$ cat src/cltz_pkg.sv
`default_nettype none

package cltz_pkg;

  localparam int TABLE_DEPTH_DEF = 65536;
  localparam int PATH_DEPTH_DEF  = 16384;

  localparam int START_W   = 16;
  localparam int OUTCOME_W = 2;
  localparam int STEPS_W   = 15;

  // memo marks
  localparam logic [1:0] MARK_UNKNOWN = 2'd0;
  localparam logic [1:0] MARK_ONE     = 2'd1;
  localparam logic [1:0] MARK_CYCLE   = 2'd2;
  localparam logic [1:0] MARK_PATH    = 2'd3;

  // result outcome codes
  localparam logic [OUTCOME_W-1:0] OUT_ONE     = 2'd0;
  localparam logic [OUTCOME_W-1:0] OUT_CYCLE   = 2'd1;
  localparam logic [OUTCOME_W-1:0] OUT_UNKNOWN = 2'd2;

  typedef struct packed {
    logic [START_W-1:0] start;
    logic               beyond;
  } cltz_job_t;

  typedef enum logic [2:0] {
    ST_CLEAR,
    ST_IDLE,
    ST_READ,
    ST_CHECK,
    ST_WB,
    ST_DONE
  } cltz_state_t;

endpackage

`default_nettype wire

$ cat src/cltz_front.sv
`default_nettype none

module cltz_front #(
  parameter int TABLE_DEPTH = cltz_pkg::TABLE_DEPTH_DEF
) (
  input  wire logic                         clk,
  input  wire logic                         rst,
  input  wire logic                         hold,
  input  wire logic                         in_valid,
  output logic                              in_ready,
  input  wire logic [cltz_pkg::START_W-1:0] in_start,
  output logic                              job_valid,
  input  wire logic                         job_ready,
  output cltz_pkg::cltz_job_t               job
);

  cltz_pkg::cltz_job_t entry [2];
  logic       wr_ptr;
  logic       rd_ptr;
  logic [1:0] count;
  logic       push;
  logic       pop;
  cltz_pkg::cltz_job_t incoming;

  assign in_ready  = (count != 2'd2) && !hold;
  assign job_valid = (count != 2'd0);
  assign job       = entry[rd_ptr];
  assign push      = in_valid && in_ready;
  assign pop       = job_valid && job_ready;

  // starts outside the table skip the walk entirely
  always_comb begin
    incoming.start  = in_start;
    incoming.beyond = (32'(in_start) >= 32'(TABLE_DEPTH));
  end

  always_ff @(posedge clk) begin
    if (push) begin
      entry[wr_ptr] <= incoming;
    end
  end

  always_ff @(posedge clk) begin
    if (rst) begin
      wr_ptr <= 1'b0;
      rd_ptr <= 1'b0;
      count  <= 2'd0;
    end else begin
      if (push) begin
        wr_ptr <= !wr_ptr;
      end
      if (pop) begin
        rd_ptr <= !rd_ptr;
      end
      if (push && !pop) begin
        count <= count + 2'd1;
      end else if (pop && !push) begin
        count <= count - 2'd1;
      end
    end
  end

endmodule

`default_nettype wire

$ cat config.mk
export PLATFORM = sky130hd
export DESIGN_NAME = cltz_front
export DESIGN_NICKNAME = d
export VERILOG_FILES = /design/src/cltz_pkg.sv /design/src/cltz_front.sv
export SDC_FILE = /design/constraint.sdc
export NUM_CORES = 1
export LEC_CHECK = 0
export BUFFER_PORTS_ARGS = -buffer_cell sky130_fd_sc_hd__buf_2
export CAP_MARGIN = 20
export CORE_ASPECT_RATIO = 1.25
export CORE_MARGIN = 2
export CORE_UTILIZATION = 40
export CTS_CLUSTER_DIAMETER = 100
export DETAILED_ROUTE_END_ITERATION = 7
export GPL_TIMING_DRIVEN = 0
export SYNTH_ARGS = -nofsm -noshare
export SYNTH_HDL_FRONTEND = slang
export SYNTH_SLANG_ARGS = --single-unit
$ cat constraint.sdc
create_clock -name clk -period 2.9 [get_ports clk]
set_clock_uncertainty 0.15 [all_clocks]
set_input_delay 0.435 -clock clk [delete_from_list [all_inputs] [get_ports clk]]
set_output_delay 0.435 -clock clk [all_outputs]
set_load 0.01 [all_outputs]
# Yosys cells after proc, flatten, opt, wreduce, memory -nomap -nowiden

Memories as Yosys holds them, arrays and structs flattened. A register that Yosys moved wholly into a read port is not among the register bits.
Cells that the tools add are included.

Output and inout port bits: 19
Memories kept: 1
Word-level logic and storage cells: 25
RAM bits: 32
Register bits after elaboration: 4

Memory list:

| name  | words | bits a word | rd ports | clocked after memory_dff | write ports | RTL line         | RTL |
|---|---|---|---|---|---|---|---|
| entry | 2     | 16          | 1        | 1                        | 1           | cltz_front.sv:17 | `cltz_pkg::cltz_job_t entry [2];` |

Reductions and logical operators: 12
Add/subtract/negate cells: 2
Equal/unequal tests: 1
Muxes and demuxes: 6

Operators with widths:

| cell                  | number |
|---|---|
| $logic_and A1 B1 Y1   | 5 |
| $logic_not A1 Y1      | 5 |
| $mux W1               | 4 |
| $mux W2               | 2 |
| $reduce_bool A2 Y1    | 2 |
| $add A2 B1 Y2 const B | 1 |
| $ne A2 B2 Y1 const B  | 1 |
| $sub A2 B1 Y2 const B | 1 |

# Longest topological paths before layout

Gate-level depths: netlist of the first run.

Word-level depth: 7
Gate-level depth with buffers: 6
Gate-level depth less buffers: 6

# Worst setup path before layout of the first run

OpenSTA, ideal clock, no wires.

Path kind: register to register
From: reg count[1]
To: mem entry[0][0] (netlist name), enable pin
Data required time: 2360 ps
Setup time: 390 ps
Cell stages (with the launch flop): 4
Arrival: 1483 ps
Clock period less this slack: 2024 ps
Buffers on the path: 0
Setup slack: 876 ps
Path through: dfxtp_1 nor2b_2 nor3b_4 nor2b_1

Cells in the longest elaborated chain, start to end: 5

Ends and longest elaborated chain:

| item                          | RTL line         | RTL |
|---|---|---|
| start: declaration            | cltz_front.sv:20 | `logic [1:0] count;` |
| start signal: assignment      | cltz_front.sv:56 | `count <= count + 2'd1;` |
| start signal: assignment      | cltz_front.sv:58 | `count <= count - 2'd1;` |
| $ne A2 B2 Y1                  | cltz_front.sv:25 | `assign in_ready = (count != 2'd2) && !hold;` |
| $logic_and A1 B1 Y1           | cltz_front.sv:25 |  |
| $logic_and A1 B1 Y1           | cltz_front.sv:28 | `assign push = in_valid && in_ready;` |
| named net push                | cltz_front.sv:21 | `logic push;` |
| $mux W1                       | cltz_front.sv:38 | `if (push) begin` |
| $mux W1 (implied by the code) | cltz_front.sv:39 | `entry[wr_ptr] <= incoming;` |
| end: declaration              | cltz_front.sv:17 |  |

The timed path passes the listed nets, and every way through them passes these cells.

==> Flow_metrics.wiki, run 1 <==
{| class="wikitable"
! Metric !! Value
|-
| Fraction of synthesized cell area taken by the top area cell type || 0.684
|-
| Worst path cell trace || buf_2, buf_2, mux2_2, buf_2
|-
| Power per cell area || between 700 and 800 nW/µm²
|-
| Status || complete, no violations
|-
| Shortest period the worst path allows || approximately 2.1 ns
|-
| Number of iterations in the first detailed-routing pass || 2
|-
| Number of design rule violations left after detail routing || 0
|-
| Max Clk Rate || roughly 470 MHz
|-
| Cell with the most instances after synthesis || edfxtp_1
|-
| Hold violation total from the final report || 0
|-
| Register Area || roughly 1100 µm²
|-
| Portion of the post-synthesis area used by sequential elements || 0.755
|-
| Net Count, Synth || 99
|-
| Starting density of the core || 0.410
|-
| FILL cells || about 320
|-
| Post-synthesis to final-layout area growth || 23.6%
|-
| Fraction of final layout cells with drive strength greater than 1 || 0.540
|-
| Floorplan die width || roughly 57 µm
|-
| Proportion of synthesized flip-flops having asynchronous set or reset || 0
|-
| Crit-path max cell delay || 0.36 ns
|-
| Primary FF master, synth || edfxtp_1
|-
| Row count || 24
|-
| TritonCTS clock tree || built
|-
| Critical path launch point type || flop
|-
| Unrepaired setup endpoints after global routing || false
|-
| Critical path buffers and inverters || 3
|-
| Power after layout || 0.00137 W
|-
| Mapped cell area || about 1400 µm²
|-
| FF-to-FF path depth || 4
|-
| Remaining number of nets flagged by the antenna check after routing || 0
|-
| Final setup TNS || 0 ns
|-
| Dominant cell type by area after synthesis || edfxtp_1
|-
| Crit. End Element || output port
|-
| Instance count along the most critical hold path || 1
|-
| Count of distinct cell types in the synthesized netlist || 18
|-
| EDFF count, synth || 32
|-
| Worst hold-check path type || primary input to flop
|-
| Slew Viols, Final || 0
|-
| Yosys warning count || 0
|-
| Stages on the worst setup path || 4
|-
| Floorplan die height || around 70 µm
|-
| Via count of the routed design || ~770
|-
| Antenna violations before repair || 0
|-
| Quantity of gates resized following cts || 0
|-
| Global route overflow || 0
|-
| I/O Buffers || 38
|-
| Final-layout worst hold slack || 0.186 ns
|-
| Maxcap violations || 0
|-
| Root Driver || clkbuf_8
|-
| Post-CTS setup buffers || 0
|-
| DIE AREA || roughly 4000 µm²
|-
| Overall routed net length || 2210 µm
|-
| Pin count of the biggest net entering global routing || 17
|-
| Global-route wire length before repair || about 3600 µm
|-
| Final net count || between 100 and 150
|-
| Data arrival time of the critical path || 1.54 ns
|-
| Critical path class || flop to output port
|-
| Maximum fanout along the worst path || 10
|-
| Mean number of vias per cell || 4.75
|-
| Sinks on Clock Net || 37
|-
| Clock Tree Buf Depth || 2
|-
| Number of buffers inserted during clock tree synthesis || 5
|-
| Number of buffers added to fix hold violations after cts || 0
|-
| Leakage || roughly 0.67 nW
|-
| Via count of the first global-routing pass || 855
|-
| Mean cell area of the mapped netlist || ~18 µm²
|-
| Period utilization || 0.732
|-
| Worst Tran Pin Value || about 0.74 ns
|-
| Clock-pin slew of the registers on the worst-case setup and hold paths || approximately 0.07 ns
|-
| Post-detailed-route wirelength per cell || 13.6 µm
|-
| Core area || approximately 3400 µm²
|-
| Post-synthesis sequential element count || 37
|-
| Count of endpoints failing setup in the final report || 0
|-
| Total number of H-tree levels || 2
|-
| Final weighted congestion in routability-driven placement || between 0.6 and 0.7
|-
| Most frequent cells after synthesis || edfxtp_1, mux2_2, dfxtp_1, nor2_1, xor2_1
|-
| Cell with the largest stage delay on the worst path || mux2_2
|-
| Worst VDD drop || 377 µV
|-
| Cell family with most CP delay || buffers and inverters
|-
| Overall Global Routing Usage || 0.127
|-
| Number of diodes || 0
|-
| Hpwl dp || ~1600 µm
|-
| Synthesized instance count || 77
|-
| CP dominant cell by count || buf_2
|-
| Number of DRC markers after the initial detailed-route iteration || 10
|-
| Relative slew slack || 0.509
|-
| Required time of the critical path || about 2.3 ns
|-
| Top area cells in the synthesized netlist || edfxtp_1, mux2_2, dfxtp_1
|-
| I/O pin cnt || 40
|-
| Clock latency reported for the late side of the worst-skew pair || between 0.2 and 0.3 ns
|-
| Multi-input logic area || ~330 µm²
|}
## worst register-to-register path: stages (launching register included)
cell and delay [ns]:
dfxtp_1 0.43, nor2b_2 0.09, nor3b_4 0.23, nor2b_1 0.56
buf_6 0.25
## sequential cells by signal (all words and copies together) (netlist names), named ones only
register and count:
count 2, entry 32, rd_ptr 1, wr_ptr 1
## kinds of logic after synthesis
kind of cell,synth area share
xor+xnor,0.0187
fa+ha+maj,0.00890
compound gates,0.0107
other cells,0.00267
buf+inv,0.0125
flops,0.755
mux,0.136
simple gates,0.0552
## final timing paths
path	slack, ns	start	endpoint
setup reg to reg	0.91	count[0]$_SDFFE_PP0P_	entry[0][0]$_DFFE_PP_
hold reg to reg	0.36	rd_ptr$_SDFFE_PP0P_	flop
hold / removal	0.19	in_start[12]	entry[0][12]$_DFFE_PP_
setup / recovery	0.78	flop	job[6]
## placed cells by master, fill, tap and decap left out
cell type,Yosys,layout
a21oi_1,1,1
nor3b_4,1,1
buf_4,1,1
or3_1,1,1
nor2b_1,2,2
and2_1,1,1
mux2_2,16,16
nor2b_2,1,1
buf_2,2,40
clkbuf_1,0,2
clkbuf_8,0,5
nor2_1,5,5
conb_1,1,1
ha_1,1,1
o21ai_0,2,2
edfxtp_1,32,32
xor2_1,3,3
buf_6,0,1
or2_2,1,1
mux2_1,1,1
clkinv_2,0,1
dfxtp_1,5,5
## through the flow
step / instances / utilization / worst slack (ns) / cell area [µm²]
floorplan: 77 / - / 0.876 / 1410
global placement: 154 / 0.480 / 0.411 / 1640
detailed placement: 155 / 0.484 / 0.821 / 1660
CTS: 163 / 0.507 / 0.735 / 1740
global route: 163 / 0.507 / 0.685 / 1740
finish: 163 / 0.507 / 0.778 / 1740
## power by group
group	internal (W)	total [W]	switching, W
combinational	0.000191	0.000375	0.000185
clock	0.000168	0.000326	0.000158
sequential	0.000645	0.000673	0.0000284
total	0.00100	0.00137	0.000371
## per-layer routing
| metal | vias up | GRT usage | routed length (µm) |
|---|---|---|---|
| li1 | 375 | - | - |
| met1 | 367 | 0.102 | 691 |
| met2 | 24 | 0.232 | 1320 |
| met3 | 8 | 0.0630 | 141 |
| met4 | 0 | 0.0775 | 63 |
| met5 | - | 0 | 0 |
## cell type report
type,instances,area share
Tap cell,39,0.0281
Buffer,3,0.0101
Clock inverter,1,0.00288
Sequential cell,37,0.611
Multi-Input combinational cell,37,0.188
Clock buffer,7,0.0439
Timing Repair Buffer,39,0.116
(Power assumes the default switching activity.)
==> inputs of run 2 (changes only) <==
==> constraint.sdc (replaced) <==
create_clock -name clk -period 2 [get_ports clk]
set_clock_uncertainty 0.15 [all_clocks]
set_input_delay 0.3 -clock clk [delete_from_list [all_inputs] [get_ports clk]]
set_output_delay 0.3 -clock clk [all_outputs]
set_load 0.01 [all_outputs]
==> run 2 against run 1 <==
Via count grew 1.4%; flip-flop and latch count did not move; global-route usage down 0.18 points; combinational power up 43%; sequential share of layout area shrank 1.5 points; cell count shrank 1.2%.
==> Flow_metrics.wiki, run 2 (synthesis results as in run 1) <==
{| class="wikitable"
! Metric !! Value
|-
| Status || complete, no violations
|-
| Clock Tree Buf Depth || 2
|-
| Floorplan die width || between 50 and 60 µm
|-
| Worst min-delay path endpoint || entry[1][0]$_DFFE_PP_
|-
| FILL cells || 315
|-
| Antenna violations before repair || 0
|-
| Slew Viols, Final || 0
|-
| Registers with the most flip-flops || entry (32), count (2)
|-
| Power per cell area || 1270 nW/µm²
|-
| Final-layout worst hold slack || ~0.053 ns
|-
| Maximum fanout along the worst path || 16
|-
| I/O pin cnt || 40
|-
| Part of the power in the clock network || 0.330
|-
| Share of the core filled with cells in the final layout || 0.520
|-
| Data arrival time of the critical path || about 1.4 ns
|-
| Multi-input logic area || around 340 µm²
|-
| Worst hold-check path type || primary input to flop
|-
| Final weighted congestion in routability-driven placement || between 0.6 and 0.7
|-
| Critical path launch point type || flop
|-
| Floorplan die height || 70.3 µm
|-
| Shortest period the worst path allows || ~1.9 ns
|-
| Global-route wire length before repair || approximately 3600 µm
|-
| Overall Global Routing Usage || 0.125
|-
| Count of endpoints failing setup in the final report || 0
|-
| Worst VDD drop || 895 µV
|-
| Hold violation total from the final report || 0
|-
| TritonCTS clock tree || built
|-
| Worst slack at placement || -0.0455 ns
|-
| DIE AREA || 4010 µm²
|-
| Required time of the critical path || between 1.5 and 2 ns
|-
| FF-to-FF path depth || 5
|-
| PnR worst setup slack || between 0.1 and 0.15 ns
|-
| Switching Share || 0.249
|-
| Leakage || 0.692 nW
|-
| Crit. End Element || output port
|-
| Capturing point of the worst reg2reg path || count[1]$_SDFFE_PP0P_
|-
| Worst path cell trace || buf_2, mux2_2, buf_2
|-
| Mean number of vias per cell || 4.88
|-
| Net switching power || ~0.00056 W
|-
| Register Area || about 1100 µm²
|-
| Number of diodes || 0
|-
| Commonest cells after routing, fill and taps aside || buf_2, edfxtp_1, mux2_2
|-
| Period utilization || 0.942
|-
| Maxcap violations || 0
|-
| Total cell area at the placement stage || ~1600 µm²
|-
| Crit-path max cell delay || between 0.3 and 0.4 ns
|-
| Placed Cells || ~150
|-
| CP dominant cell by count || buf_2
|-
| Root Driver || clkbuf_8
|-
| Fraction of final layout cells with drive strength greater than 1 || 0.566
|-
| Number of iterations in the first detailed-routing pass || 4
|-
| Final standard cell count with taps included and fillers excluded || ~160
|-
| Via count of the routed design || ~790
|-
| Post-CTS setup buffers || 0
|-
| Clock-pin slew of the registers on the worst-case setup and hold paths || around 0.070 ns
|-
| Hpwl dp || 1630 µm
|-
| Max reg flops || 32
|-
| Row count || 24
|-
| Global route overflow || 0
|-
| Remaining number of nets flagged by the antenna check after routing || 0
|-
| Core area || roughly 3400 µm²
|-
| Combinational power share || 0.237
|-
| Number of DRC markers after the initial detailed-route iteration || 5
|-
| Cell with the largest stage delay on the worst path || mux2_2
|-
| Worst Min Path Start || in_start[0]
|-
| Final net count || about 140
|-
| Pin count of the biggest net entering global routing || 17
|-
| Number of design rule violations left after detail routing || 0
|-
| Critical path class || flop to output port
|-
| Part of the total power dissipated in sequential elements || 0.433
|-
| Via count of the first global-routing pass || about 840
|-
| Instance count along the most critical hold path || 1
|-
| Post-synthesis to final-layout area growth || 26.8%
|-
| Most common library cell in the layout ignoring fill and taps || buf_2
|-
| Unrepaired setup endpoints after global routing || false
|-
| Post-detailed-route wirelength per cell || roughly 14 µm
|-
| Max Clk Rate || around 530 MHz
|-
| Number of buffers inserted during clock tree synthesis || 5
|-
| Starting density of the core || 0.410
|-
| I/O Buffers || 38
|-
| Design area || about 1800 µm²
|-
| Total number of H-tree levels || 2
|-
| Sinks on Clock Net || 37
|-
| Top register by number of flip-flops || entry
|-
| Cell Int Power || 0.00170 W
|-
| Worst setup slack for register-to-register paths || roughly 0.20 ns
|-
| Clock latency reported for the late side of the worst-skew pair || 0.28 ns
|-
| Critical R2R Launch || count[0]$_SDFFE_PP0P_
|-
| Overall routed net length || ~2300 µm
|}
[run 2: worst max-delay path: cells and delay by family (launching register included)]
family / cells / cell delay [ns]
DFF: 1 / 0.30
buffers and inverters: 2 / 0.47
muxes: 1 / 0.38
[run 2: how the worst max path moves through the flow]
stage,start,endpoint,slack [ns],depth (start not counted)
finish,flop,job[13],0.12,3
global route,flop,job[13],0.02,3
CTS,count[0]$_SDFFE_PP0P_,entry[1][10]$_DFFE_PP_,0.01,3
detailed placement,count[0]$_SDFFE_PP0P_,entry[0][2]$_DFFE_PP_,-0.05,3
global placement,count[0]$_SDFFE_PP0P_,entry[0][2]$_DFFE_PP_,-0.002,3
floorplan,count[1]$_SDFFE_PP0P_,entry[0][0]$_DFFE_PP_,0.26,3
[run 2: routing by layer]
| metal | wire (µm) | GRT usage | vias up | share of wire |
|---|---|---|---|---|
| met4 | 56 | 0.0698 | 0 | 0.025 |
| met5 | 0 | 0 | - | 0 |
| met2 | 1310 | 0.232 | 29 | 0.57 |
| li1 | - | - | 373 | - |
| met3 | 139 | 0.0537 | 6 | 0.061 |
| met1 | 777 | 0.106 | 377 | 0.34 |
[run 2: per-stage QoR]
stage / TNS, ns / total power [W]
finish: 0 / 0.00226
global route: 0 / 0.00236
CTS: 0 / 0.00229
detailed placement: -0.719 / 0.00155
global placement: -0.0276 / 0.00152
floorplan: 0 / 0.00136
[run 2: final cells by class]
type	count	share of cell area
well taps	39	0.0274
repair buffers	38	0.107
flip-flops and latches	37	0.596
multi-input cells	37	0.188
plain buffers	2	0.00702
clock inverters	3	0.0365
clock buffers	5	0.0386
[run 2: power groups by stage]
stage	registers (W)	clock network, W	logic, W
4_1_cts	0.000980	0.000757	0.000549
2_1_floorplan	0.000983	0	0.000375
5_1_grt	0.000990	0.000780	0.000592
3_3_place_gp	0.000988	0	0.000535
3_5_place_dp	0.000997	0	0.000548
6_report	0.000979	0.000746	0.000536
[run 2: what timing repair did]
| item | CTS | global route |
|---|---|---|
| resized for setup | 1 | 1 |
| hold buffers | 0 | 0 |
| endpoints found under the hold margin | 0 | 0 |
| endpoints found under the setup margin | 26 | 16 |
==> inputs of run 3 (changes only) <==
--- a/config.mk
+++ b/config.mk
@@ -5,13 +5,14 @@
 export SDC_FILE = /design/constraint.sdc
 export NUM_CORES = 1
 export LEC_CHECK = 0
-export BUFFER_PORTS_ARGS = -buffer_cell sky130_fd_sc_hd__buf_2
+export ABC_AREA = 1
 export CAP_MARGIN = 20
 export CORE_ASPECT_RATIO = 1.25
 export CORE_MARGIN = 2
 export CORE_UTILIZATION = 40
 export CTS_CLUSTER_DIAMETER = 100
 export DETAILED_ROUTE_END_ITERATION = 7
+export DONT_BUFFER_PORTS = 1
 export GPL_TIMING_DRIVEN = 0
 export SYNTH_ARGS = -nofsm -noshare
 export SYNTH_HDL_FRONTEND = slang
==> run 3 against run 2 <==
Register-to-register slack improved by 0.12 ns; worst setup slack improved by 0.21 ns; critical endpoint is now entry[0][9]$_DFFE_PP_; first-iteration DRC count rose to 4.6 times the previous value; maximum frequency rose by 12%; non-clock buffer count fell by 19; final area increased by 0.14%; critical path type is now flop to flop; power down 23%; routed wire length is 1.5% lower; synthesized area grew 5.0%; sequential share of layout area is 0.083 points lower; flip-flop and latch count did not move.
==> Flow_metrics.wiki, run 3 <==
{| class="wikitable"
! Metric !! Value
|-
| Top area cells in the synthesized netlist || edfxtp_1, mux2_4, dfxtp_1
|-
| Cell Int Power || roughly 0.0013 W
|-
| Shortest period the worst path allows || roughly 1.7 ns
|-
| Final standard cell count with taps included and fillers excluded || roughly 160
|-
| Max Clk Rate || 596 MHz
|-
| Worst VDD drop || approximately 600 µV
|-
| Capturing point of the worst reg2reg path || entry[0][9]$_DFFE_PP_
|-
| EDFF count, synth || 32
|-
| Switching Share || 0.251
|-
| Dominant cell type by area after synthesis || edfxtp_1
|-
| Floorplan die height || 71.9 µm
|-
| Most frequent cells after synthesis || edfxtp_1, inv_1, mux2_4, nand2_1, mux2_2
|-
| Count of distinct cell types in the synthesized netlist || 16
|-
| Fraction of synthesized cell area taken by the top area cell type || 0.651
|-
| Number of design rule violations left after detail routing || 0
|-
| Power after layout || ~0.0017 W
|-
| Required time of the critical path || 1.84 ns
|-
| Most common library cell in the layout ignoring fill and taps || edfxtp_1
|-
| I/O pin cnt || 40
|-
| Pin count of the biggest net entering global routing || 17
|-
| Count of endpoints failing setup in the final report || 0
|-
| Via count of the routed design || about 760
|-
| Combinational power share || 0.204
|-
| Total number of H-tree levels || 2
|-
| PnR worst setup slack || 0.323 ns
|-
| DIE AREA || approximately 4200 µm²
|-
| Top register by number of flip-flops || entry
|-
| Clock latency reported for the late side of the worst-skew pair || 0.28 ns
|-
| FILL cells || 301
|-
| Via count of the first global-routing pass || between 800 and 900
|-
| Hpwl dp || 1500 µm
|-
| Worst path cell trace || inv_1, nand2_1, nand3_1, nor2_2, buf_6
|-
| Antenna violations before repair || 0
|-
| Proportion of synthesized flip-flops having asynchronous set or reset || 0
|-
| Maximum fanout along the worst path || 10
|-
| Floorplan die width || approximately 58 µm
|-
| Commonest cells after routing, fill and taps aside || edfxtp_1, dlygate4sd3_1, inv_1, nand2_1, mux2_4
|-
| Slew Viols, Final || 0
|-
| Hold violation total from the final report || 0
|-
| Critical path class || flop to flop
|-
| Yosys warning count || 0
|-
| Cell with the largest stage delay on the worst path || nor2_2
|-
| Final-layout worst hold slack || slightly below 0.05 ns
|-
| Final weighted congestion in routability-driven placement || just under 0.6
|-
| Starting density of the core || 0.420
|-
| Part of the total power dissipated in sequential elements || 0.530
|-
| Global-route wire length before repair || 3680 µm
|-
| I/O Buffers || 0
|-
| Maxcap violations || 0
|-
| Worst hold-check path type || primary input to flop
|-
| Worst slack at placement || ~0.097 ns
|-
| FF-to-FF path depth || 5
|-
| Number of DRC markers after the initial detailed-route iteration || 23
|-
| Clock Tree Buf Depth || 2
|-
| Critical path launch point type || flop
|-
| Max reg flops || 32
|-
| Number of iterations in the first detailed-routing pass || 4
|-
| Period utilization || 0.838
|-
| Relative slew slack || 0.574
|-
| Fraction of final layout cells with drive strength greater than 1 || 0.222
|-
| Overall Global Routing Usage || 0.124
|-
| Clock-pin slew of the registers on the worst-case setup and hold paths || 0.07 ns
|-
| Post-synthesis to final-layout area growth || 20.9%
|-
| Power per cell area || just under 1000 nW/µm²
|-
| Critical path destination || entry[0][9]$_DFFE_PP_
|-
| Core area || between 3000 and 4000 µm²
|-
| Registers with the most flip-flops || entry (32), count (2)
|-
| Net Count, Synth || about 110
|-
| Number of diodes || 0
|-
| Row count || 24
|-
| Leakage || ~0.68 nW
|-
| Remaining number of nets flagged by the antenna check after routing || 0
|-
| Sinks on Clock Net || 37
|-
| Crit-path max cell delay || approximately 0.38 ns
|-
| Overall routed net length || approximately 2200 µm
|-
| Mean number of vias per cell || slightly below 5
|-
| Mapped cell area || 1480 µm²
|-
| Post-detailed-route wirelength per cell || about 14 µm
|-
| Worst Setup SP || count[0]$_SDFFE_PP0P_
|-
| Worst setup slack for register-to-register paths || between 0.3 and 0.4 ns
|-
| Number of buffers inserted during clock tree synthesis || 5
|-
| Global route overflow || 0
|-
| Critical R2R Launch || count[0]$_SDFFE_PP0P_
|-
| Cell with the most instances after synthesis || edfxtp_1
|-
| Data arrival time of the critical path || 1.52 ns
|-
| TritonCTS clock tree || built
|-
| Primary FF master, synth || edfxtp_1
|-
| Status || complete, no violations
|-
| Mean cell area of the mapped netlist || 16.0 µm²
|-
| Placed Cells || 132
|-
| Crit. End Element || flop
|-
| Post-synthesis sequential element count || 37
|-
| Portion of the post-synthesis area used by sequential elements || 0.719
|-
| Root Driver || clkbuf_8
|-
| Final net count || between 100 and 150
|-
| Synthesized instance count || between 90 and 100
|-
| Net switching power || 0.000438 W
|-
| Worst Tran Pin Value || 0.639 ns
|-
| Unrepaired setup endpoints after global routing || false
|-
| Part of the power in the clock network || 0.266
|}
-- run 3: kinds of logic after synthesis --
group	Yosys count	share of synthesized area
compound gates	4	0.0136
flops	37	0.719
fa+ha+maj	1	0.00848
simple gates	20	0.0568
other cells	1	0.00254
buf+inv	13	0.0517
mux	16	0.148
-- run 3: worst min-delay path by stage --
stage               cells after the start       from  slack, ns                     to
finish                                  3        rst       0.05  count[1]$_SDFFE_PP0P_
global route                            2  job_ready       0.07    rd_ptr$_SDFFE_PP0P_
CTS                                     3        rst       0.04  count[1]$_SDFFE_PP0P_
detailed placement                      1        rst       0.23    wr_ptr$_SDFFE_PP0P_
global placement                        1        rst       0.22    wr_ptr$_SDFFE_PP0P_
floorplan                               1        rst       0.22    wr_ptr$_SDFFE_PP0P_
-- run 3: area by class of cell --
| cell class | count | area (µm²) | area share |
|---|---|---|---|
| Inverter | 10 | 37.5 | 0.0210 |
| Clock inverter | 1 | 3.75 | 0.00210 |
| Clock buffer | 6 | 72.6 | 0.0407 |
| Tap cell | 39 | 48.8 | 0.0273 |
| Buffer | 3 | 38.8 | 0.0217 |
| Sequential cell | 37 | 1060 | 0.595 |
| Timing Repair Buffer | 18 | 181 | 0.102 |
| Multi-Input combinational cell | 42 | 340 | 0.191 |
-- run 3: power by group through the flow --
stage	registers (W)	logic (W)	clock network [W]
final	0.000926	0.000356	0.000465
after global routing	0.000934	0.000396	0.000513
after CTS	0.000927	0.000363	0.000483
after detailed placement	0.000943	0.000332	0
after global placement	0.000942	0.000320	0
after floorplan	0.000938	0.000285	0
-- run 3: through the flow --
stage | util | setup TNS, ns | instance area, µm²
floorplan | - | 0 | 1480
global placement | 0.434 | -4.02 | 1520
finish | 0.508 | 0 | 1780
global route | 0.508 | 0 | 1780
CTS | 0.507 | 0 | 1780
detailed placement | 0.437 | 0 | 1540
-- run 3: critical path, delay by kind of cell, from the launching register on --
kind | cells | cell delay [ns]
AND/OR/NAND/NOR | 3 | 0.60
buffers and inverters | 2 | 0.31
flip-flops | 1 | 0.33
-- run 3: metal layers --
metal	vias up	wire (µm)	part of all wire	global-route usage
li1	376	-	-	-
met1	344	849	0.38	0.119
met2	33	1170	0.52	0.217
met3	6	177	0.079	0.0588
met4	0	51	0.023	0.0620
met5	-	0	0	0
-- run 3: timing repair --
| action | 4_1_cts | 5_1_grt |
|---|---|---|
| hold buffers | 17 | 0 |
| setup endpoints to repair | 0 | 10 |
| resized for setup | 0 | 1 |
| setup buffers | 0 | 0 |
| endpoints found under the hold margin | 33 | 0 |
